[src/hw/rtl/ldht_pkg.sv]
`default_nettype none
// ----------------------------------------------------------------------------
// ldht package
// shared types and constants of the loiter direction histogram tracker
// ----------------------------------------------------------------------------
package ldht_pkg;

  localparam int NUM_BINS       = 8;
  localparam int SECTOR_DEGREES = 45;
  localparam int LAST_BIN       = 7;
  localparam int DWELL_W        = 16;
  localparam int ID_W           = 32;
  localparam int HEAD_W         = 9;
  localparam int PCT_W          = 7;
  localparam int FREED_W        = 6;
  localparam logic [PCT_W-1:0] PCT_RESET = 7'd70;

  localparam logic CMD_OBSERVE = 1'b0;
  localparam logic CMD_SWEEP   = 1'b1;

  // one queued request between front and back
  typedef struct packed {
    logic              cmd;
    logic [ID_W-1:0]   target_id;
    logic [2:0]        bin;
    logic [DWELL_W-1:0] min_dwell;
    logic              judge_enable;
  } req_t;

  // heading to bin, clamped to the last bin
  function automatic logic [2:0] heading_bin(input logic [HEAD_W-1:0] h);
    logic [2:0] b;
    b = 3'(LAST_BIN);
    if (h < 9'(SECTOR_DEGREES * 1)) b = 3'd0;
    else if (h < 9'(SECTOR_DEGREES * 2)) b = 3'd1;
    else if (h < 9'(SECTOR_DEGREES * 3)) b = 3'd2;
    else if (h < 9'(SECTOR_DEGREES * 4)) b = 3'd3;
    else if (h < 9'(SECTOR_DEGREES * 5)) b = 3'd4;
    else if (h < 9'(SECTOR_DEGREES * 6)) b = 3'd5;
    else if (h < 9'(SECTOR_DEGREES * 7)) b = 3'd6;
    return b;
  endfunction

endpackage
`default_nettype wire

[src/hw/rtl/ldht_front.sv]
`default_nettype none
// ----------------------------------------------------------------------------
// ldht front
// accepts requests, bins the heading and holds them in a two-deep queue
// ----------------------------------------------------------------------------
module ldht_front import ldht_pkg::*; (
  input  wire logic            clk,
  input  wire logic            rst,
  input  wire logic            in_valid,
  output logic                 in_ready,
  input  wire logic            in_cmd,
  input  wire logic [ID_W-1:0] in_id,
  input  wire logic [HEAD_W-1:0] in_heading,
  input  wire logic [DWELL_W-1:0] in_min_dwell,
  input  wire logic            in_enable,
  output logic                 q_valid,
  input  wire logic            q_take,
  output req_t                 q_req
);

  req_t       slot [2];
  logic       rd_ptr, wr_ptr;
  logic [1:0] fill;
  req_t       req_in;

  assign in_ready = (fill != 2'd2);
  assign q_valid  = (fill != 2'd0);
  assign q_req    = slot[rd_ptr];

  // classify incoming request
  always_comb begin
    req_in.cmd          = in_cmd;
    req_in.target_id    = in_id;
    req_in.bin          = heading_bin(in_heading);
    req_in.min_dwell    = in_min_dwell;
    req_in.judge_enable = in_enable;
  end

  // queue pointers and storage
  always_ff @(posedge clk) begin
    if (in_valid && in_ready) slot[wr_ptr] <= req_in;
    if (rst) begin
      rd_ptr <= 1'b0;
      wr_ptr <= 1'b0;
      fill   <= 2'd0;
    end else begin
      if (in_valid && in_ready) wr_ptr <= ~wr_ptr;
      if (q_take) rd_ptr <= ~rd_ptr;
      fill <= fill + 2'(in_valid && in_ready) - 2'(q_take);
    end
  end

endmodule
`default_nettype wire

[src/hw/rtl/ldht_back.sv]
`default_nettype none
// ----------------------------------------------------------------------------
// ldht back
// searches the target table, updates histograms, judges and sweeps
// ----------------------------------------------------------------------------
module ldht_back import ldht_pkg::*; #(
  parameter int TABLE_ENTRIES = 32,
  parameter int BIN_WIDTH     = 8
) (
  input  wire logic               clk,
  input  wire logic               rst,
  input  wire logic [PCT_W-1:0]   pct,
  input  wire logic               q_valid,
  output logic                    q_take,
  input  req_t                    q_req,
  output logic                    out_valid,
  input  wire logic               out_ready,
  output logic                    out_loiter,
  output logic                    out_full,
  output logic [FREED_W-1:0]      out_freed
);

  localparam int IDX_W = (TABLE_ENTRIES > 1) ? $clog2(TABLE_ENTRIES) : 1;
  localparam int SUM_W = BIN_WIDTH + 3;
  localparam int PROD_W = SUM_W + PCT_W;

  localparam logic [2:0] S_IDLE   = 3'd0;
  localparam logic [2:0] S_UPDATE = 3'd1;
  localparam logic [2:0] S_SCAN   = 3'd2;
  localparam logic [2:0] S_JUDGE  = 3'd3;
  localparam logic [2:0] S_OUT    = 3'd4;

  logic [2:0] state;

  // table; valid and seen bits are reset flops, other fields rewritten on claim
  logic [TABLE_ENTRIES-1:0] valid, seen;
  logic [ID_W-1:0]    tgt   [TABLE_ENTRIES];
  logic [DWELL_W-1:0] dwell [TABLE_ENTRIES];
  logic [BIN_WIDTH-1:0] hist [TABLE_ENTRIES][NUM_BINS];

  req_t req;
  logic [IDX_W-1:0] idx;
  logic [BIN_WIDTH-1:0] h [NUM_BINS];
  logic [DWELL_W-1:0]   dw;
  logic [SUM_W-1:0]     sector, total;

  // associative match and free search
  logic             hit, free_any;
  logic [IDX_W-1:0] hit_idx, free_idx;
  always_comb begin
    hit = 1'b0; free_any = 1'b0;
    hit_idx = '0; free_idx = '0;
    for (int e = TABLE_ENTRIES - 1; e >= 0; e--) begin
      if (valid[e] && tgt[e] == q_req.target_id) begin
        hit = 1'b1; hit_idx = IDX_W'(e);
      end
      if (!valid[e]) begin
        free_any = 1'b1; free_idx = IDX_W'(e);
      end
    end
  end

  // request classes seen at the head of the queue
  logic judge_req, upd_go, full_n;
  assign judge_req = (q_req.cmd == CMD_OBSERVE) && q_req.judge_enable;
  assign upd_go    = judge_req && (hit || free_any);
  assign full_n    = judge_req && !hit && !free_any;

  // freed count of a sweep
  logic [FREED_W-1:0] freed_n;
  logic [TABLE_ENTRIES-1:0] drop;
  always_comb begin
    drop = valid & ~seen;
    if ($countones(drop) > 63) freed_n = 6'd63;
    else freed_n = FREED_W'($countones(drop));
  end

  // dominant bin search over eight bins
  logic [BIN_WIDTH-1:0] best;
  logic [2:0] best_i;
  logic [SUM_W-1:0] tot_c;
  always_comb begin
    best = '0; best_i = '0; tot_c = '0;
    for (int i = 0; i < NUM_BINS; i++) begin
      tot_c = tot_c + SUM_W'(h[i]);
      if (best < h[i]) begin
        best = h[i]; best_i = 3'(i);
      end
    end
  end

  assign q_take    = (state == S_IDLE) && q_valid;
  assign out_valid = (state == S_OUT);

  always_ff @(posedge clk) begin
    if (rst) begin
      state <= S_IDLE;
      valid <= '0;
      seen  <= '0;
    end else begin
      unique case (state)
        S_IDLE: begin
          if (q_valid) begin
            req        <= q_req;
            out_loiter <= 1'b0;
            out_full   <= full_n;
            out_freed  <= (q_req.cmd == CMD_SWEEP) ? freed_n : '0;
            state      <= upd_go ? S_UPDATE : S_OUT;
            if (q_req.cmd == CMD_SWEEP) begin
              valid     <= valid & ~drop;
              seen      <= '0;
            end else if (!q_req.judge_enable) begin
              if (hit) seen[hit_idx] <= 1'b1;
            end else if (hit) begin
              idx <= hit_idx;
              seen[hit_idx] <= 1'b1;
            end else if (free_any) begin
              idx <= free_idx;
              valid[free_idx] <= 1'b1;
              seen[free_idx]  <= 1'b1;
              tgt[free_idx]   <= q_req.target_id;
              dwell[free_idx] <= '0;
              for (int i = 0; i < NUM_BINS; i++) hist[free_idx][i] <= '0;
            end
          end
        end
        S_UPDATE: begin
          // saturating increments, copy entry to working registers
          for (int i = 0; i < NUM_BINS; i++) begin
            if (3'(i) == req.bin && hist[idx][i] != {BIN_WIDTH{1'b1}})
              h[i] <= hist[idx][i] + 1'b1;
            else
              h[i] <= hist[idx][i];
          end
          if (hist[idx][req.bin] != {BIN_WIDTH{1'b1}})
            hist[idx][req.bin] <= hist[idx][req.bin] + 1'b1;
          if (dwell[idx] != {DWELL_W{1'b1}}) begin
            dw <= dwell[idx] + 1'b1;
            dwell[idx] <= dwell[idx] + 1'b1;
          end else begin
            dw <= dwell[idx];
          end
          state <= S_SCAN;
        end
        S_SCAN: begin
          total  <= tot_c;
          sector <= SUM_W'(best) + SUM_W'(h[best_i - 3'd1]) + SUM_W'(h[best_i + 3'd1]);
          state  <= S_JUDGE;
        end
        S_JUDGE: begin
          out_loiter <= (PROD_W'(sector) * PROD_W'(100) < PROD_W'(total) * PROD_W'(pct))
                        && (dw >= req.min_dwell);
          state <= S_OUT;
        end
        S_OUT: begin
          if (out_ready) state <= S_IDLE;
        end
        default: state <= S_IDLE;
      endcase
    end
  end

endmodule
`default_nettype wire

[src/hw/rtl/loiter_direction_histogram_tracker.sv]
`default_nettype none
// ----------------------------------------------------------------------------
// loiter direction histogram tracker
// per-target direction histograms with loiter judging and frame sweeps
// ----------------------------------------------------------------------------
// An observation that updates a histogram runs the back-end steps lookup,
// increment, bin search, judge and result; presence-only, table-full and sweep
// requests go from lookup to result. The back end handles one request at
// a time and the two-deep queue in front keeps accepting while a result waits.
module loiter_direction_histogram_tracker import ldht_pkg::*; #(
  parameter int TABLE_ENTRIES = 32,
  parameter int BIN_WIDTH     = 8
) (
  input  wire logic        clk,
  input  wire logic        rst,
  input  wire logic        cfg_valid,
  output logic             cfg_ready,
  input  wire logic [7:0]  cfg_data,       // dominance_percent [6:0]
  input  wire logic        s_axis_tvalid,
  output logic             s_axis_tready,
  input  wire logic [63:0] s_axis_tdata,   // target_id, heading_degrees, min_dwell, judge_enable
  input  wire logic        s_axis_tuser,   // cmd
  output logic             m_axis_tvalid,
  input  wire logic        m_axis_tready,
  output logic [7:0]       m_axis_tdata,   // loiter_flag, table_full, freed_count
  output logic [0:0]       m_axis_tuser    // unused, zero
);

  logic [PCT_W-1:0] pct;
  logic q_valid, q_take;
  req_t q_req;
  logic loiter, full;
  logic [FREED_W-1:0] freed;

  assign cfg_ready = 1'b1;
  // configuration register
  always_ff @(posedge clk) begin
    if (rst) pct <= PCT_RESET;
    else if (cfg_valid) pct <= cfg_data[PCT_W-1:0];
  end

  ldht_front u_front (
    .clk, .rst,
    .in_valid     (s_axis_tvalid),
    .in_ready     (s_axis_tready),
    .in_cmd       (s_axis_tuser),
    .in_id        (s_axis_tdata[31:0]),
    .in_heading   (s_axis_tdata[40:32]),
    .in_min_dwell (s_axis_tdata[56:41]),
    .in_enable    (s_axis_tdata[57]),
    .q_valid, .q_take, .q_req
  );

  ldht_back #(.TABLE_ENTRIES(TABLE_ENTRIES), .BIN_WIDTH(BIN_WIDTH)) u_back (
    .clk, .rst, .pct,
    .q_valid, .q_take, .q_req,
    .out_valid  (m_axis_tvalid),
    .out_ready  (m_axis_tready),
    .out_loiter (loiter),
    .out_full   (full),
    .out_freed  (freed)
  );

  assign m_axis_tdata = {freed, full, loiter};
  assign m_axis_tuser = 1'b0;

endmodule
`default_nettype wire

[config.mk]
export PLATFORM = sky130hd
export DESIGN_NAME = loiter_direction_histogram_tracker
export DESIGN_NICKNAME = d
export VERILOG_FILES = /design/src/hw/rtl/ldht_pkg.sv /design/src/hw/rtl/ldht_front.sv /design/src/hw/rtl/ldht_back.sv /design/src/hw/rtl/loiter_direction_histogram_tracker.sv
export SDC_FILE = /design/constraint.sdc
export NUM_CORES = 2
export LEC_CHECK = 0
export ABC_AREA = 1
export BUFFER_PORTS_ARGS = -buffer_cell sky130_fd_sc_hd__clkbuf_2
export CORE_ASPECT_RATIO = 1.2
export CORE_MARGIN = 4
export CORE_UTILIZATION = 27
export CTS_CLUSTER_SIZE = 8
export DETAILED_ROUTE_END_ITERATION = 12
export GPL_ROUTABILITY_DRIVEN = 0
export PLACE_DENSITY = 0.47
export SYNTH_ARGS = -nofsm -noshare
export SYNTH_HDL_FRONTEND = slang
export SYNTH_SLANG_ARGS = --single-unit
export TNS_END_PERCENT = 50
[constraint.sdc]
create_clock -name clk -period 16.65 [get_ports clk]
set_input_delay 3.33 -clock clk [delete_from_list [all_inputs] [get_ports clk]]
set_output_delay 3.33 -clock clk [all_outputs]
set_load 0.05 [all_outputs]
# --- Word-level counts from Yosys, hierarchy flattened ---
# Memory sizes are Yosys's and may differ from the RTL's. A register that Yosys moved wholly into a read port is not among the register bits.
# Cells that the tools add are included.
word_totals:
  ff_bits: 148
  ram_bits: 3754
  inputBits: 78
  output_inout_bits: 12
  word_cells: 528
  n_memories: 5
memory_table:
  columns: ["name", "words", "word_bits", "read_ports", "rd_clocked_by_memory_dff", "write_ports", "line", "source"]
  rows:
  - ["u_back.hist", 32, 64, 1, 1, 1, "ldht_back.sv:39", "logic [BIN_WIDTH-1:0] hist [TABLE_ENTRIES][NUM_BINS];"]
  - ["u_back.tgt", 32, 32, 32, 0, 1, "ldht_back.sv:37", "logic [ID_W-1:0] tgt [TABLE_ENTRIES];"]
  - ["u_back.dwell", 32, 16, 1, 1, 1, "ldht_back.sv:38", "logic [DWELL_W-1:0] dwell [TABLE_ENTRIES];"]
  - ["u_front.slot", 2, 53, 1, 1, 1, "ldht_front.sv:21", "req_t slot [2];"]
  - ["u_back.h", 8, 8, 10, 0, 8, "ldht_back.sv:43", "logic [BIN_WIDTH-1:0] h [NUM_BINS];"]
op_classes:
  add_sub_neg: 54
  multipliers: 2
  order_cmp: 24
  n_eq_ne: 57
  n_mux: 278
  bitwise: 20
  reduce_logical: 72
ops:
  columns: ["op", "n"]
  rows:
  - ["32-bit == test", 32]
  - ["32-bit adder", 15]
  - ["5-bit 2-to-1 mux", 70]
  - ["32-bit 2-to-1 mux", 9]
  - ["64-bit 2-to-1 mux", 3]
  - ["1-bit 2-to-1 mux", 153]
  - ["8-bit 2-to-1 mux", 19]
  - ["32-bit OR", 3]
  - ["11-bit by 8-bit adder with 11-bit output", 7]
  - ["8-bit by 1-bit adder with 8-bit output (second input constant)", 9]
  - ["8-bit inequality test (second input constant)", 9]
  - ["32-bit bitwise AND", 2]
  - ["32-bit inverter", 2]
  - ["64-bit OR reduction", 1]
  - ["8-bit less-than comparator", 7]
  - ["1-bit logical AND", 50]
  - ["3-bit 2-to-1 mux", 13]
  - ["1-bit by 1-bit adder with 2-bit output", 16]
  - ["32-bit by 7-bit greater-than comparator with 1-bit output (second input constant)", 1]
  - ["16-bit 2-to-1 mux", 2]
  - ["9-bit by 8-bit less-than comparator with 1-bit output (second input constant)", 3]
  - ["8-bit binary-select mux with 3-bit select", 1]
  - ["8-bit demux with 3-bit select", 1]
  - ["8-bit by 8-bit adder with 9-bit output", 2]
  - ["45 further kinds", 77]

# --- Logic depth before layout (Yosys ltp) ---
# An unclocked memory read counts as a cell.
logic_depth:
  ltp_word: 43
  ltp_mapped: 95

# --- Cells and area by module ---
# From an unflattened synthesis, not the netlist that was laid out.
unflattened:
  cells_unflattened: 13651
  hier_area_um2: 168431.5
by_module_without_submodules:
  columns: ["mod", "n_inst", "cells_each", "area_per_inst_um2", "seq_area_each_um2"]
  rows:
  - ["ldht_back", 1, 13360, 163828.4, 113058.4]
  - ["ldht_front", 1, 246, 4286.6, 3283.1]
  - ["loiter_direction_histogram_tracker", 1, 45, 316.6, 140.1]

# --- Least setup slack after synthesis ---
# Ideal clock, no wire load.
synth_path:
  kind: "input to register"
  start: "in rst"
  end: "mem u_back.hist[0][15] (netlist name) (data pin)"
  setup_time_ns: 2.242
  arrival_time_ns: 14.634
  required_time_ns: 14.408
  setup_slack_ns: -0.226
  cell_stages: 6
  n_path_buf: 3
  cell_sequence: "clkbuf_1 > nor2_1 > nand2_1 > clkbuf_1 > clkbuf_1 > a211oi_1"
synth_between:
  elab_chain_cells: 4
synth_lines:
  columns: ["item", "line", "source"]
  rows:
  - ["start: declaration", "loiter_direction_histogram_tracker.sv:15", "input wire logic rst,"]
  - ["1-bit 2-to-1 mux", "ldht_back.sv:96", "if (rst) begin"]
  - ["64-bit 2-to-1 mux (implied by the code)", "ldht_back.sv:136", "hist[idx][req.bin] <= hist[idx][req.bin] + 1'b1;"]
  - ["64-bit OR reduction (no source line)", null, null]
  - ["64-bit 2-to-1 mux (no source line)", null, null]
  - ["end: declaration", "ldht_back.sv:39", null]
# No other way between the ends.

==> key figures <==
Run status
  – Status: complete, no violations

Worst setup path
  – Arr. time, crit path: approximately 15 ns
  – Setup CP Type: reg -> reg
  – Worst r2r src: u_back.h[1][5]
  – Critical Path Sink: u_back.sector[9]
  – CP required: roughly 17 ns
  – R2r endpoint: u_back.sector[9]
  – Slowest-stage cell, CP: fa_1
  – Startpoint types: register
  – Depth of the most critical reg-to-reg path: between 60 and 70
  – Worst setup EP type: register
  – Crit-path max cell delay: ~0.48 ns
  – Crit Path Max Fanout: 37
  – Reg-to-reg slack, setup: between 2 and 2.5 ns
  – CP startpoint: u_back.h[1][5]
  – CP dominant cell by count: a21oi_1

Clock network
  – # hold bufs at CTS: 0
  – CTS resizes: 0
  – Setup Fix Bufs, Post-CTS: 0
  – CTS max path bufs: 4
  – Num CTS Buffers: between 500 and 600
  – Worst-skew pair later-pin latency: 1.07 ns
  – Clk Tree Root Cell: clkbuf_16
  – Reg clk slew, reported paths: 0.06 ns
  – CTS tree: built
  – H-tree Lvls: 6
  – Clock sinks: between 3000 and 4000

Timing
  – Final setup skew: between 0.1 and 0.15 ns
  – RSZ-0062 raised after global routing: false
  – Min cycle time layout: around 14 ns
  – Final hold vios: 0
  – Period Utilization, post-route: 86.4%
  – Final setup viols: 0
  – Final hold slack: 0.457 ns
  – Max Fclk: slightly below 0.07 GHz
  – Rel. slew slack: about 15%
  – Worst-Margin Slew: about 1.3 ns
  – Slew Limit Fails: 0
  – Slack of the critical path: roughly 2.3 ns
  – Sum Neg Setup Slack: 0 ns

Global route
  – Grt ovf: 0
  – Tot GR Track Use: 17.2%
  – Largest net degree at the start of global routing: 197
  – Vias in the first global route: ~110k
  – First-pass GRT wire length: around 820000 microns
  – Antenna violations before repair: 23

Yosys
  – Sequential area share after synthesis: approximately 69%
  – Ys flop type: edfxtp_1
  – Ys Warns: 0
  – Synthesized area per cell: 12.2 sq um
  – Post-synth cell types: 68
  – Post-Syn Instances: ~14000
  – Post-Syn Nets: between 10000 and 15000
  – Mapped cell area: roughly 170000 sq um
  – Post-synth EDFFs: 3823
  – #FFs+latches synth: between 3000 and 4000
  – Async set or reset register ratio after synthesis: 0%

Route
  – Vias/cell: between 5 and 6
  – Via count: 113000
  – DRT antenna net count: 0
  – Starting DRT DRC Count: roughly 11000
  – # DRC: 0
  – DRT Pass-1 Iters: 6
  – Routed len/inst: ~26 microns
  – Total Routed Length: 576000 microns

Floorplan
  – Core Area: roughly 630000 sq um
  – Cell row count: 318
  – Die W: 732 microns
  – Boundary Pins: 90
  – Initial Utilization: a little over a quarter
  – Full die area: about 640000 sq um
  – Die H: 876 microns

Job
  – MaxCap Viol Count: 0

Placement
  – Placed Cells: around 22000
  – Port Buffers: 80
  – Area of placed instances: approximately 180000 sq um
  – HPWL Detailed: about 350000 microns
  – DP Worst Slack: about 2.3 ns

Cells and area
  – Layout cell share with drive strength beyond 1: a little over a tenth
  – Finished Layout Cells: roughly 22000
  – Post-layout nets: about 14000
  – Most frequent cells in the layout: edfxtp_1, nor2_1, o21ai_0
  – Final Cell Area: 196000 sq um
  – Most common cell after layout, fill and taps aside: edfxtp_1
  – Layout area overhead: 15.4%
  – Final core occ: around 31%

Power
  – Power Dens Cells: approximately 160 nW/um^2
  – Leakage: about 63 nW
  – Total power draw: 32.3 mW
  – Maximum VDD drop: between 0.2 and 0.25 mV

Hold path
  – Hold Path Class: reg -> reg
## cell usage after synthesis, types with 86 or more instances
| cell | instances | area (sq um) |
|---|---|---|
| xor2_1 | 261 | 2290 |
| nor4_1 | 96 | 601 |
| edfxtp_1 | 3823 | 115000 |
| ha_1 | 229 | 2870 |
| a211oi_1 | 111 | 833 |
| nor2_1 | 2176 | 8170 |
| nand3_1 | 263 | 1320 |
| o221ai_1 | 140 | 1230 |
| a21oi_1 | 165 | 826 |
| inv_1 | 586 | 2200 |
| clkbuf_1 | 588 | 2210 |
| fa_1 | 116 | 2320 |
| buf_2 | 174 | 871 |
| o21ai_0 | 1896 | 9490 |
| xnor2_1 | 201 | 1760 |
| o22ai_1 | 762 | 4770 |
| nand2_1 | 1227 | 4610 |
| or2_2 | 213 | 1330 |
| nand4_1 | 86 | 538 |
| a221oi_1 | 127 | 1110 |
## registers in the layout, indices dropped and copies added (netlist names), named ones only
name               flops
u_front.rd_ptr         1
u_back.total          11
u_back.state           3
u_back.idx             5
u_front.fill           2
u_front.slot         106
u_back.out_full        1
u_back.seen           32
u_back.req            19
u_back.hist         2048
pct                    7
u_back.dw             16
u_back.out_loiter      1
u_back.sector         10
u_back.dwell         512
u_back.valid          32
u_front.wr_ptr         1
u_back.out_freed       6
u_back.h              64
u_back.tgt          1024
## worst min-delay path by stage
stage | from | to | slack [ns] | cells after the start
final | u_back.seen[15] | u_back.valid[15] | 0.46 | 2
after global routing | u_back.seen[15] | u_back.valid[15] | 0.48 | 2
after CTS | u_back.seen[15] | u_back.valid[15] | 0.46 | 2
after detailed placement | u_front.rd_ptr | register | 0.45 | 1
after global placement | u_front.rd_ptr | register | 0.43 | 1
after floorplan | u_front.rd_ptr | register | 0.43 | 1
## report_power, final
group / internal, mW / leakage [nW] / total (mW) / switching [mW]
Sequential: 11.6 / 33.9 / 11.8 / 0.154
Combinational: 2.88 / 21.6 / 10.2 / 7.34
Clock: 6.10 / 7.46 / 10.3 / 4.21
Total: 20.6 / 63.0 / 32.3 / 11.7
## worst max-delay path, delay by kind of cell (launching register included)
family	cells	cell delay [ns]
and+or+nand+nor	21	3.15
adders and majority gates	11	3.40
AOI/OAI and AO/OA	25	6.08
DFF	1	0.41
xor gates and xnor gates	1	0.16
buffers and inverters	6	0.89
## per-layer routing
layer,track usage [%],wire [microns],up-vias
met1,22.3,240000,57800
li1,-,-,50900
met3,2.02,30800,943
met2,29.7,283000,3749
met5,0,41,-
met4,5.82,21200,6
## cell families (layout without fill, tap and decap cells)
kind of cell	count (synthesis)	after routing	synth area share (%)
muxes	10	10	0.0656
buffers and inverters	1426	1685	3.34
DFF	3907	3907	68.7
and+or+nand+nor	4250	4250	10.5
other	2	9	0.00443
xor gates and xnor gates	462	462	2.39
AOI/OAI and AO/OA	3458	3458	12.0
adders and majority gates	345	345	3.06
## final cells by class
class                      instances  area, sq um
clock buffer                     632        14500
tap                             8320        10400
clock inverter                    48          841
fill                           62700       430000
antenna                            7         17.5
sequential                      3907       117000
multi-input combinational       8527        48200
timing repair buffer             399         3070
inverter                         606         2310
Power figures use the tool's default switching activity.
